File: src/hdl/icl_pkg.sv
// Shared codes, types and sizes of the gcd, lcm and square root unit.
package icl_pkg;

  localparam int unsigned OpW  = 32;
  localparam int unsigned ValW = 62;

  localparam logic [1:0] CMD_GCD  = 2'd0;
  localparam logic [1:0] CMD_LCM  = 2'd1;
  localparam logic [1:0] CMD_SQRT = 2'd2;

  localparam logic [1:0] ST_OK  = 2'd0;
  localparam logic [1:0] ST_NEG = 2'd1;
  localparam logic [1:0] ST_BIG = 2'd2;

  typedef logic [3:0] dp_op_t;
  localparam dp_op_t OP_NONE     = 4'd0;
  localparam dp_op_t OP_LOAD     = 4'd1;
  localparam dp_op_t OP_DIV_X    = 4'd2;
  localparam dp_op_t OP_DIV_Y    = 4'd3;
  localparam dp_op_t OP_SET_G    = 4'd4;
  localparam dp_op_t OP_DIV_L    = 4'd5;
  localparam dp_op_t OP_MUL      = 4'd6;
  localparam dp_op_t OP_NSTEP    = 4'd7;
  localparam dp_op_t OP_DIV_N    = 4'd8;
  localparam dp_op_t OP_FIN_ZERO = 4'd9;
  localparam dp_op_t OP_FIN_G    = 4'd10;
  localparam dp_op_t OP_FIN_PROD = 4'd11;
  localparam dp_op_t OP_FIN_ROOT = 4'd12;
  localparam dp_op_t OP_FIN_NEG  = 4'd13;

  typedef struct packed {
    logic [1:0] cmd;
    logic       a_neg;
    logic       a_zero;
    logic       ma_zero;
    logic       mb_zero;
    logic       x_zero;
    logic       y_zero;
    logic       x_gt_y;
    logic       div_done;
    logic       conv;
  } dp_stat_t;

endpackage

File: src/hdl/icl_div.sv
// Restoring unsigned divider, one quotient bit per cycle.
module icl_div #(
  parameter int unsigned W = icl_pkg::OpW
) (
  input  logic         clk,
  input  logic         rst,
  input  logic         start,
  input  logic [W-1:0] dividend,
  input  logic [W-1:0] divisor,
  output logic         done,
  output logic [W-1:0] quo,
  output logic [W-1:0] rem
);
  localparam int unsigned CntW = $clog2(W + 1);

  logic [CntW-1:0] cnt;
  logic            busy;
  logic [W-1:0]    dv;
  logic [W:0]      shifted;
  logic            fits;

  assign shifted = {rem, quo[W-1]};
  assign fits    = shifted >= {1'b0, dv};

  always_ff @(posedge clk) begin
    if (rst) begin
      busy <= 1'b0;
      done <= 1'b0;
      cnt  <= '0;
    end else begin
      done <= busy && (cnt == CntW'(1));
      if (start) begin
        busy <= 1'b1;
        cnt  <= CntW'(W);
      end else if (busy) begin
        cnt <= cnt - CntW'(1);
        if (cnt == CntW'(1)) busy <= 1'b0;
      end
    end
  end

  always_ff @(posedge clk) begin
    if (start) begin
      rem <= '0;
      quo <= dividend;
      dv  <= divisor;
    end else if (busy) begin
      rem <= fits ? W'(shifted - {1'b0, dv}) : shifted[W-1:0];
      quo <= {quo[W-2:0], fits};
    end
  end

  a_done_after_busy: assert property (@(posedge clk) disable iff (rst)
    done |-> $past(busy))
    else $error("divider done without a running division");
  a_no_restart: assert property (@(posedge clk) disable iff (rst)
    busy && (cnt != CntW'(1)) |=> busy)
    else $error("divider stopped early");
  a_cnt_bound: assert property (@(posedge clk) disable iff (rst)
    busy |-> (cnt != '0))
    else $error("divider count empty while busy");
endmodule

File: src/hdl/icl_datapath.sv
// Operand registers, shared divider, multiplier and result register.
module icl_datapath #(
  parameter int unsigned W = icl_pkg::OpW
) (
  input  logic                    clk,
  input  logic                    rst,
  input  icl_pkg::dp_op_t         op,
  input  logic [1:0]              command,
  input  logic signed [W-1:0]     operand_a,
  input  logic signed [W-1:0]     operand_b,
  output icl_pkg::dp_stat_t       stat,
  output logic [icl_pkg::ValW-1:0] value,
  output logic [1:0]              status
);
  import icl_pkg::*;

  localparam logic [1:0] DST_X = 2'd0;
  localparam logic [1:0] DST_Y = 2'd1;
  localparam logic [1:0] DST_Q = 2'd2;

  logic [1:0]     cmd;
  logic           a_neg;
  logic [W-1:0]   ma, mb, x, y, g, v, d, q;
  logic [2*W-1:0] prod;
  logic [1:0]     dst;
  logic [W:0]     dq_sum;
  logic [W-1:0]   diff;

  logic         div_start, div_done;
  logic [W-1:0] div_n, div_d, div_quo, div_rem;

  assign dq_sum = {1'b0, d} + {1'b0, q};
  assign diff   = (q > d) ? (q - d) : (d - q);

  always_comb begin
    div_start = 1'b0;
    div_n     = x;
    div_d     = y;
    unique case (op)
      OP_DIV_X: begin div_start = 1'b1; div_n = x;  div_d = y; end
      OP_DIV_Y: begin div_start = 1'b1; div_n = y;  div_d = x; end
      OP_DIV_L: begin div_start = 1'b1; div_n = ma; div_d = g; end
      OP_DIV_N: begin div_start = 1'b1; div_n = v;  div_d = d; end
      default: ;
    endcase
  end

  icl_div #(.W(W)) u_div (
    .clk(clk), .rst(rst), .start(div_start), .dividend(div_n), .divisor(div_d),
    .done(div_done), .quo(div_quo), .rem(div_rem)
  );

  always_ff @(posedge clk) begin
    if (div_done) begin
      unique case (dst)
        DST_X:   x <= div_rem;
        DST_Y:   y <= div_rem;
        default: q <= div_quo;
      endcase
    end
    unique case (op)
      OP_LOAD: begin
        cmd   <= command;
        a_neg <= operand_a[W-1];
        ma    <= operand_a[W-1] ? W'(-operand_a) : W'(operand_a);
        mb    <= operand_b[W-1] ? W'(-operand_b) : W'(operand_b);
        x     <= operand_a[W-1] ? W'(-operand_a) : W'(operand_a);
        y     <= operand_b[W-1] ? W'(-operand_b) : W'(operand_b);
        v     <= operand_a;
        d     <= operand_a;
        q     <= operand_a;
      end
      OP_DIV_X:    dst <= DST_X;
      OP_DIV_Y:    dst <= DST_Y;
      OP_DIV_L:    dst <= DST_Q;
      OP_DIV_N:    dst <= DST_Q;
      OP_SET_G:    g <= (x == '0) ? y : x;
      OP_MUL:      prod <= q * mb;
      OP_NSTEP:    d <= dq_sum[W:1];
      OP_FIN_ZERO: begin value <= '0; status <= ST_OK; end
      OP_FIN_G:    begin value <= ValW'(g); status <= ST_OK; end
      OP_FIN_PROD: begin
        value  <= prod[ValW-1:0];
        status <= (prod > (2*W)'(32'h7FFF_FFFF)) ? ST_BIG : ST_OK;
      end
      OP_FIN_ROOT: begin value <= ValW'((q < d) ? q : d); status <= ST_OK; end
      OP_FIN_NEG:  begin value <= '0; status <= ST_NEG; end
      default: ;
    endcase
  end

  always_comb begin
    stat.cmd      = cmd;
    stat.a_neg    = a_neg;
    stat.a_zero   = (v == '0);
    stat.ma_zero  = (ma == '0);
    stat.mb_zero  = (mb == '0);
    stat.x_zero   = (x == '0);
    stat.y_zero   = (y == '0);
    stat.x_gt_y   = (x > y);
    stat.div_done = div_done;
    stat.conv     = (diff <= W'(1));
  end
endmodule

File: src/hdl/icl_ctrl.sv
// Sequencer that steps the datapath through each command and owns the handshakes.
module icl_ctrl (
  input  logic              clk,
  input  logic              rst,
  input  logic              in_valid,
  output logic              in_ready,
  output logic              out_valid,
  input  logic              out_ready,
  input  icl_pkg::dp_stat_t stat,
  output icl_pkg::dp_op_t   op
);
  import icl_pkg::*;

  localparam logic [3:0] S_IDLE   = 4'd0;
  localparam logic [3:0] S_DECIDE = 4'd1;
  localparam logic [3:0] S_EUC    = 4'd2;
  localparam logic [3:0] S_EWAIT  = 4'd3;
  localparam logic [3:0] S_LDIV   = 4'd4;
  localparam logic [3:0] S_LWAIT  = 4'd5;
  localparam logic [3:0] S_MUL    = 4'd6;
  localparam logic [3:0] S_NSTEP  = 4'd7;
  localparam logic [3:0] S_NDIV   = 4'd8;
  localparam logic [3:0] S_NWAIT  = 4'd9;
  localparam logic [3:0] S_NCHK   = 4'd10;
  localparam logic [3:0] S_FIN    = 4'd11;

  logic [3:0] state, state_next;
  dp_op_t     fin, fin_next;
  logic       out_free;

  assign in_ready = (state == S_IDLE);
  assign out_free = !out_valid || out_ready;

  always_comb begin
    state_next = state;
    fin_next   = fin;
    op         = OP_NONE;
    unique case (state)
      S_IDLE: if (in_valid) begin op = OP_LOAD; state_next = S_DECIDE; end
      S_DECIDE: begin
        priority if (stat.cmd == CMD_GCD) state_next = S_EUC;
        else if (stat.cmd == CMD_LCM) begin
          if (stat.ma_zero || stat.mb_zero) begin
            fin_next = OP_FIN_ZERO; state_next = S_FIN;
          end else state_next = S_EUC;
        end else if (stat.cmd == CMD_SQRT) begin
          priority if (stat.a_neg) begin fin_next = OP_FIN_NEG; state_next = S_FIN; end
          else if (stat.a_zero) begin fin_next = OP_FIN_ZERO; state_next = S_FIN; end
          else state_next = S_NSTEP;
        end else begin
          fin_next = OP_FIN_ZERO; state_next = S_FIN;
        end
      end
      S_EUC: begin
        if (stat.x_zero || stat.y_zero) begin
          op = OP_SET_G;
          if (stat.cmd == CMD_GCD) begin fin_next = OP_FIN_G; state_next = S_FIN; end
          else state_next = S_LDIV;
        end else begin
          op = stat.x_gt_y ? OP_DIV_X : OP_DIV_Y;
          state_next = S_EWAIT;
        end
      end
      S_EWAIT: if (stat.div_done) state_next = S_EUC;
      S_LDIV:  begin op = OP_DIV_L; state_next = S_LWAIT; end
      S_LWAIT: if (stat.div_done) state_next = S_MUL;
      S_MUL:   begin op = OP_MUL; fin_next = OP_FIN_PROD; state_next = S_FIN; end
      S_NSTEP: begin op = OP_NSTEP; state_next = S_NDIV; end
      S_NDIV:  begin op = OP_DIV_N; state_next = S_NWAIT; end
      S_NWAIT: if (stat.div_done) state_next = S_NCHK;
      S_NCHK: begin
        if (stat.conv) begin fin_next = OP_FIN_ROOT; state_next = S_FIN; end
        else state_next = S_NSTEP;
      end
      S_FIN: if (out_free) begin op = fin; state_next = S_IDLE; end
      default: state_next = S_IDLE;
    endcase
  end

  always_ff @(posedge clk) begin
    if (rst) begin
      state     <= S_IDLE;
      out_valid <= 1'b0;
      fin       <= OP_FIN_ZERO;
    end else begin
      state <= state_next;
      fin   <= fin_next;
      if (state == S_FIN && out_free) out_valid <= 1'b1;
      else if (out_ready) out_valid <= 1'b0;
    end
  end

  a_fin_free: assert property (@(posedge clk) disable iff (rst)
    (state == S_FIN) && !out_free |=> out_valid && (state == S_FIN))
    else $error("result register overwritten");
  a_accept_decide: assert property (@(posedge clk) disable iff (rst)
    in_valid && in_ready |=> state == S_DECIDE)
    else $error("accepted item not decoded");
  a_done_waiting: assert property (@(posedge clk) disable iff (rst)
    stat.div_done |-> (state == S_EWAIT || state == S_LWAIT || state == S_NWAIT))
    else $error("divider finished outside a wait state");
endmodule

File: src/hdl/integer_gcd_lcm_sqrt_unit.sv
// Top level of the gcd, lcm and integer square root unit.
//  Channel | Direction | Handshake            | Payload
//  in      | input     | in_valid / in_ready   | command, operand_a, operand_b
//  out     | output    | out_valid / out_ready | value, status
// One item is worked at a time; each remainder or quotient is formed on
// the shared one-bit-per-cycle divider, in Euclid steps and Newton steps alike.
// Reset (rst, synchronous) clears out_valid and returns to idle.
// A result waiting on out_ready holds; a new item is still taken meanwhile.
module integer_gcd_lcm_sqrt_unit #(
  parameter int unsigned W = icl_pkg::OpW
) (
  input  logic                     clk,
  input  logic                     rst,
  input  logic                     in_valid,
  output logic                     in_ready,
  input  logic [1:0]               command,
  input  logic signed [W-1:0]      operand_a,
  input  logic signed [W-1:0]      operand_b,
  output logic                     out_valid,
  input  logic                     out_ready,
  output logic [icl_pkg::ValW-1:0] value,
  output logic [1:0]               status
);
  import icl_pkg::*;

  dp_op_t   op;
  dp_stat_t stat;

  icl_ctrl u_ctrl (
    .clk(clk), .rst(rst), .in_valid(in_valid), .in_ready(in_ready),
    .out_valid(out_valid), .out_ready(out_ready), .stat(stat), .op(op)
  );

  icl_datapath #(.W(W)) u_dp (
    .clk(clk), .rst(rst), .op(op), .command(command), .operand_a(operand_a),
    .operand_b(operand_b), .stat(stat), .value(value), .status(status)
  );
endmodule
File: config.mk
export PLATFORM = sky130hd
export DESIGN_NAME = integer_gcd_lcm_sqrt_unit
export DESIGN_NICKNAME = d
export VERILOG_FILES = /design/src/hdl/icl_pkg.sv /design/src/hdl/icl_div.sv /design/src/hdl/icl_datapath.sv /design/src/hdl/icl_ctrl.sv /design/src/hdl/integer_gcd_lcm_sqrt_unit.sv
export SDC_FILE = /design/constraint.sdc
export NUM_CORES = 2
export LEC_CHECK = 0
export BUFFER_PORTS_ARGS = -buffer_cell sky130_fd_sc_hd__clkbuf_2
export CAP_MARGIN = 0
export CORE_UTILIZATION = 60
export DETAILED_ROUTE_END_ITERATION = 10
export HOLD_SLACK_MARGIN = 0.15
export PLACE_DENSITY_LB_ADDON = 0.2
export SLEW_MARGIN = 20
export SYNTH_ARGS = -nofsm -noshare
export SYNTH_HDL_FRONTEND = slang
export SYNTH_SLANG_ARGS = --single-unit
export TNS_END_PERCENT = 100
File: constraint.sdc
create_clock -name clk -period 9.1 [get_ports clk]
set_clock_uncertainty 0.1 [all_clocks]
set_input_delay 0.455 -clock clk [delete_from_list [all_inputs] [get_ports clk]]
set_output_delay 0.455 -clock clk [all_outputs]
set_load 0.05 [all_outputs]
# Word level (Yosys, flattened, before mapping)
# Cells that the tools add are included.
op_classes:
  mul: 1
  div: 0
  n_mux: 62
  n_shift: 0
  n_eq_ne: 40
  add_sub_neg: 7
  bitwise_logic: 0
  order_cmp: 6
  reduce_logical: 35
ops:
  columns: ["cell", "n"]
  rows:
  - ["two-way mux 32 bit", 17]
  - ["case mux 62 bit (4 select lines)", 1]
  - ["case mux 32 bit (3 select lines)", 2]
  - ["logical NOT 32 bit", 5]
  - ["two-way mux 4 bit", 25]
  - ["subtractor 32 bit", 3]
  - ["> comparator 32 bit", 2]
  - ["> comparator 64 x 31 -> 1 bit, second input constant", 1]
  - ["multiplier 32 x 32 -> 64 bit", 1]
  - ["negator 32 bit", 2]
  - ["case mux 32 bit (2 select lines)", 1]
  - ["case mux 4 bit (12 select lines)", 1]
  - ["== test 4 bit, second input constant", 10]
  - ["adder 32 x 32 -> 33 bit", 1]
  - [">= comparator 33 x 32 -> 1 bit", 1]
  - ["== test 4 x 3 -> 1 bit, second input constant", 8]
  - ["less-or-equal comparator 32 x 1 -> 1 bit, second input constant", 1]
  - ["< comparator 32 bit", 1]
  - ["case mux 4 bit (7 select lines)", 1]
  - ["== test 4 x 2 -> 1 bit, second input constant", 4]
  - ["case mux 4 bit (4 select lines)", 1]
  - ["!= test 2 x 1 -> 1 bit, second input constant", 7]
  - ["two-way mux 6 bit", 2]
  - ["case mux 2 bit (3 select lines)", 2]
  - ["24 further kinds", 51]
word_totals:
  romBits: 0
  output_inout_bits: 66
  latchBits: 0
  mem_count: 0
  ram_bits: 0
  regBits: 502

# Logic depth before layout (Yosys ltp)
logic_depth:
  word_depth: 8
  depth_mapped: 31

# By module
# A second synthesis with hierarchy kept.
unflattened:
  cells_unflattened: 6677
  area_unflattened_um2: 62874.1
by_module_without_submodules:
  columns: ["module", "n_inst", "area_each_um2", "seq_area_each_um2", "cells_per_inst"]
  rows:
  - ["icl_datapath", 1, 56287.7, 11621.1, 5994]
  - ["icl_div", 1, 5858.1, 2722.6, 586]
  - ["icl_ctrl", 1, 728.2, 160.2, 97]

# Least setup slack after synthesis
# Ideal clock, no wire load.
synth_path:
  path_type: "register to register"
  start: "register u_dp.q[26]"
  end: "register u_dp.prod[62], data pin"
  arrival_ns: 8.065
  period_less_slack_ns: 8.436
  path_buffers: 2
  slack_ns: 0.664
  path_stages_with_launch: 29
  path_cell_list: "edfxtp_1 -> clkbuf_1 -> and2_1 -> fa_1 -> fa_1 -> inv_1 -> fa_1 -> fa_1 -> inv_1 -> fa_1 -> fa_1 -> fa_1 -> inv_1 -> fa_1 -> inv_1 -> ha_1 -> clkbuf_1 -> and4_1 -> nand2_1 -> nor3_1 -> nand2b_1 -> and3_1 -> a2111oi_0 -> nor2_1 -> o21ba_2 -> o211a_1 -> a21oi_1 -> mux2i_1 -> or4_1"
synth_via:
  elab_chain_len: 1
synth_lines:
  columns: ["element", "line_no", "rtl"]
  rows:
  - ["from (decl)", "icl_datapath.sv:23", "logic [W-1:0] ma, mb, x, y, g, v, d, q;"]
  - ["from (signal assigned)", "icl_datapath.sv:58", "default: q <= div_quo;"]
  - ["from (signal assigned)", "icl_datapath.sv:71", "q <= operand_a;"]
  - ["multiplier 32 x 32 -> 64 bit", "icl_datapath.sv:78", "OP_MUL: prod <= q * mb;"]
  - ["to (signal assigned)", "icl_datapath.sv:78", null]
  - ["to (decl)", "icl_datapath.sv:24", "logic [2*W-1:0] prod;"]
# Every way passes these cells.
# A chain may end at the register's enable or synchronous reset.

# Worst setup path in the final report
layout_path:
  start: "register u_dp.q[10]"
  end: "register u_dp.prod[62], data pin"
# Same word-level chain as after synthesis.

==> flow_summary.toml <==
[global_route]
grt_pass1_wl_um = 301000
overflow = 0
track_usage = 0.375
grt_max_degree = 86
antenna_found_initial = 7
first_global_vias = 49523

[setup_path]
worstPathArrival_ns = 9.11
rrSetupSlack_ns = 0.29
crit_slowest_cell = "fa_1"
r2r_cells = 28
worstReg2RegStart = "u_dp.q[10]"
crit_fanout = 28
critPathRequiredTime_ns = 9.39
cp_slowest_stage_delay_ns = 0.56
cp_common_cell = "fa_1"
worst-setup-path-type = "flop to flop"
crit_path_start_kind = "flop"
regToRegEndpoint = "u_dp.prod[62]"
critPathCaptureType = "flop"

[cells_and_area]
drive_gt1_frac = 0.0654
multi_input_area_mm2 = 0.0429
area_growth_pct = 8.24
nFillCells = 8423
nets = 8124
regArea_mm2 = 0.0145

[cts]
htreeDepth = 2
cts_tree = "yes"
clkLatencyLatePin_ns = 0.66
cts.clk_slew.worst_paths_ns = 0.06
clockBufferDepth = 3
clock-root-buffer = "clkbuf_16"
clock-sinks = 499
cts_buffers = 54

[timing]
setup_violations = 0
drv_slew = 0
fmax_mhz = 113
slew_headroom = 0.201
hold_violations = 0
worstMarginPinSlew_ns = 1.19
min_period_ns = 8.81
fin_crit_sh = 0.968
fin_setup_tns_ns = 0

[synth]
ys.warnings.count = 0
synth_seq_area_share = 0.232
avgSynthCellArea_um2 = 9.37
ys_async_sr_fraction = 0
ys.flop_type = "edfxtp_1"
synth_cell_types = 79
syn_nets = 8077
synth_area_mm2 = 0.0626
syn_inst = 6681
synth_edf_count = 451
yosys_register_bits = 499

[floorplan]
rows = 118
die-area_mm2 = 0.106
pin_count = 136
die_x_um = 325
start_util = 0.605
core_region_area_mm2 = 0.103
fp.dieH_um = 325

[detailed_routing]
drc = 0
wl_um = 197000
drtPass1Iterations = 6
wl_per_cell_um = 24.2
via_per_inst = 6.10
ant_nets = 0
drt_iter0_markers = 5633
vias = 49741

[min_path]
min_path_type = "input port to flop"
min_path_cells = 2
min-delay-start = "operand_b[13]"
whs_endpoint = "u_dp.mb[13]"

[run_status]
status = "completed"

[flow_run]
maxCapViolations = 0

[placed_design]
gp_congestion = 0.994
place.detailed.hpwl_um = 154000
portBuffers = 135
sequential cells by signal, summed over array words and instances, names as in the netlist, 32 cells and up:
name / cells
u_dp.u_div.rem: 32
u_dp.u_div.quo: 32
u_dp.g: 32
u_dp.q: 32
u_dp.prod: 64
u_dp.y: 32
u_dp.d: 32
u_dp.u_div.dv: 32
u_dp.mb: 32
u_dp.x: 32
u_dp.value: 62
u_dp.ma: 32
Yosys cell counts, drive strengths merged (48+ instances only):
cell type,n,area [um2]
a21o,113,848
a21oi,271,1360
a31oi,70,438
and2,615,3850
clkbuf,322,1210
dfxtp,48,961
edfxtp,451,13500
fa,900,18000
ha,426,5330
inv,1088,4080
nand2,746,2800
nand3,55,275
nor2,442,1660
nor3,69,345
nor4,75,475
o21ai,165,826
xnor2,157,1380
stage by stage:
stage	worst slack, ns	util	hold slack [ns]	instances	cell area, um2
final	0.287	0.655	0.186	8152	67800
after global placement	0.210	0.632	0.371	8009	65400
after global routing	-0.0796	0.655	0.181	8150	67800
after CTS	0.0280	0.653	0.156	8145	67600
after floorplan	0.664	-	0.359	6681	62600
after detailed placement	0.0578	0.632	0.380	8009	65400
cells by family after synthesis:
logic type,count (synthesis),synth area share
and+or+nand+nor,2220,0.174
AOI/OAI and AO/OA,969,0.103
buffers and inverters,1436,0.0863
xor gates and xnor gates,201,0.0281
DFF,499,0.232
adders and majority gates,1326,0.373
muxes,30,0.00483
per-layer routing:
layer | track usage | wire length [um] | up-vias
li1 | - | - | 21707
met1 | 0.535 | 79500 | 24838
met2 | 0.556 | 85900 | 2735
met5 | 0 | 29 | -
met3 | 0.0755 | 22000 | 455
met4 | 0.165 | 9800 | 6
cells in the final DEF (no fill, tap or decap), drive strengths merged, types with 163 or more instances in the layout:
cell type / n
a21oi: 271
and2: 615
buf: 163
clkbuf: 198
edfxtp: 451
fa: 900
ha: 426
inv: 1091
nand2: 746
nor2: 442
o21ai: 165
repair_timing:
| item | CTS | global route |
|---|---|---|
| resized for setup | 0 | 13 |
| setup buffers | 0 | 2 |
| endpoints found under the setup margin | 0 | 7 |
| hold buffers | 38 | 0 |
| endpoints found under the hold margin | 56 | 0 |
how the worst max path moves through the flow:
| stage | start | endpoint | slack [ns] |
|---|---|---|---|
| finish | u_dp.q[10] | u_dp.prod[62] | 0.29 |
| global route | u_dp.q[13] | u_dp.prod[63] | -0.08 |
| CTS | u_dp.q[24] | u_dp.prod[63] | 0.03 |
| detailed placement | u_dp.q[24] | u_dp.prod[63] | 0.06 |
| global placement | u_dp.q[17] | u_dp.prod[63] | 0.21 |
| floorplan | u_dp.q[26] | u_dp.prod[62] | 0.66 |
critical path, delay by kind of cell (launching register included):
kind / cells / cell delay [ns]
compound gates: 8 / 2.08
fa+ha+maj: 9 / 4.00
buf+inv: 6 / 0.60
flops: 1 / 0.42
mux: 1 / 0.08
simple gates: 4 / 1.25
layout make-up:
type / count / share of cell area
repair buffers: 338 / 0.0401
multi-input cells: 4746 / 0.633
diodes: 2 / 0.0000738
inverters: 1089 / 0.0604
flip-flops and latches: 499 / 0.214
clock inverters: 37 / 0.00701
clock buffers: 61 / 0.0203
well taps: 1380 / 0.0255
Power is not shown: default switching activity piles up to over one toggle a cycle in this logic, so the estimate is an artifact.
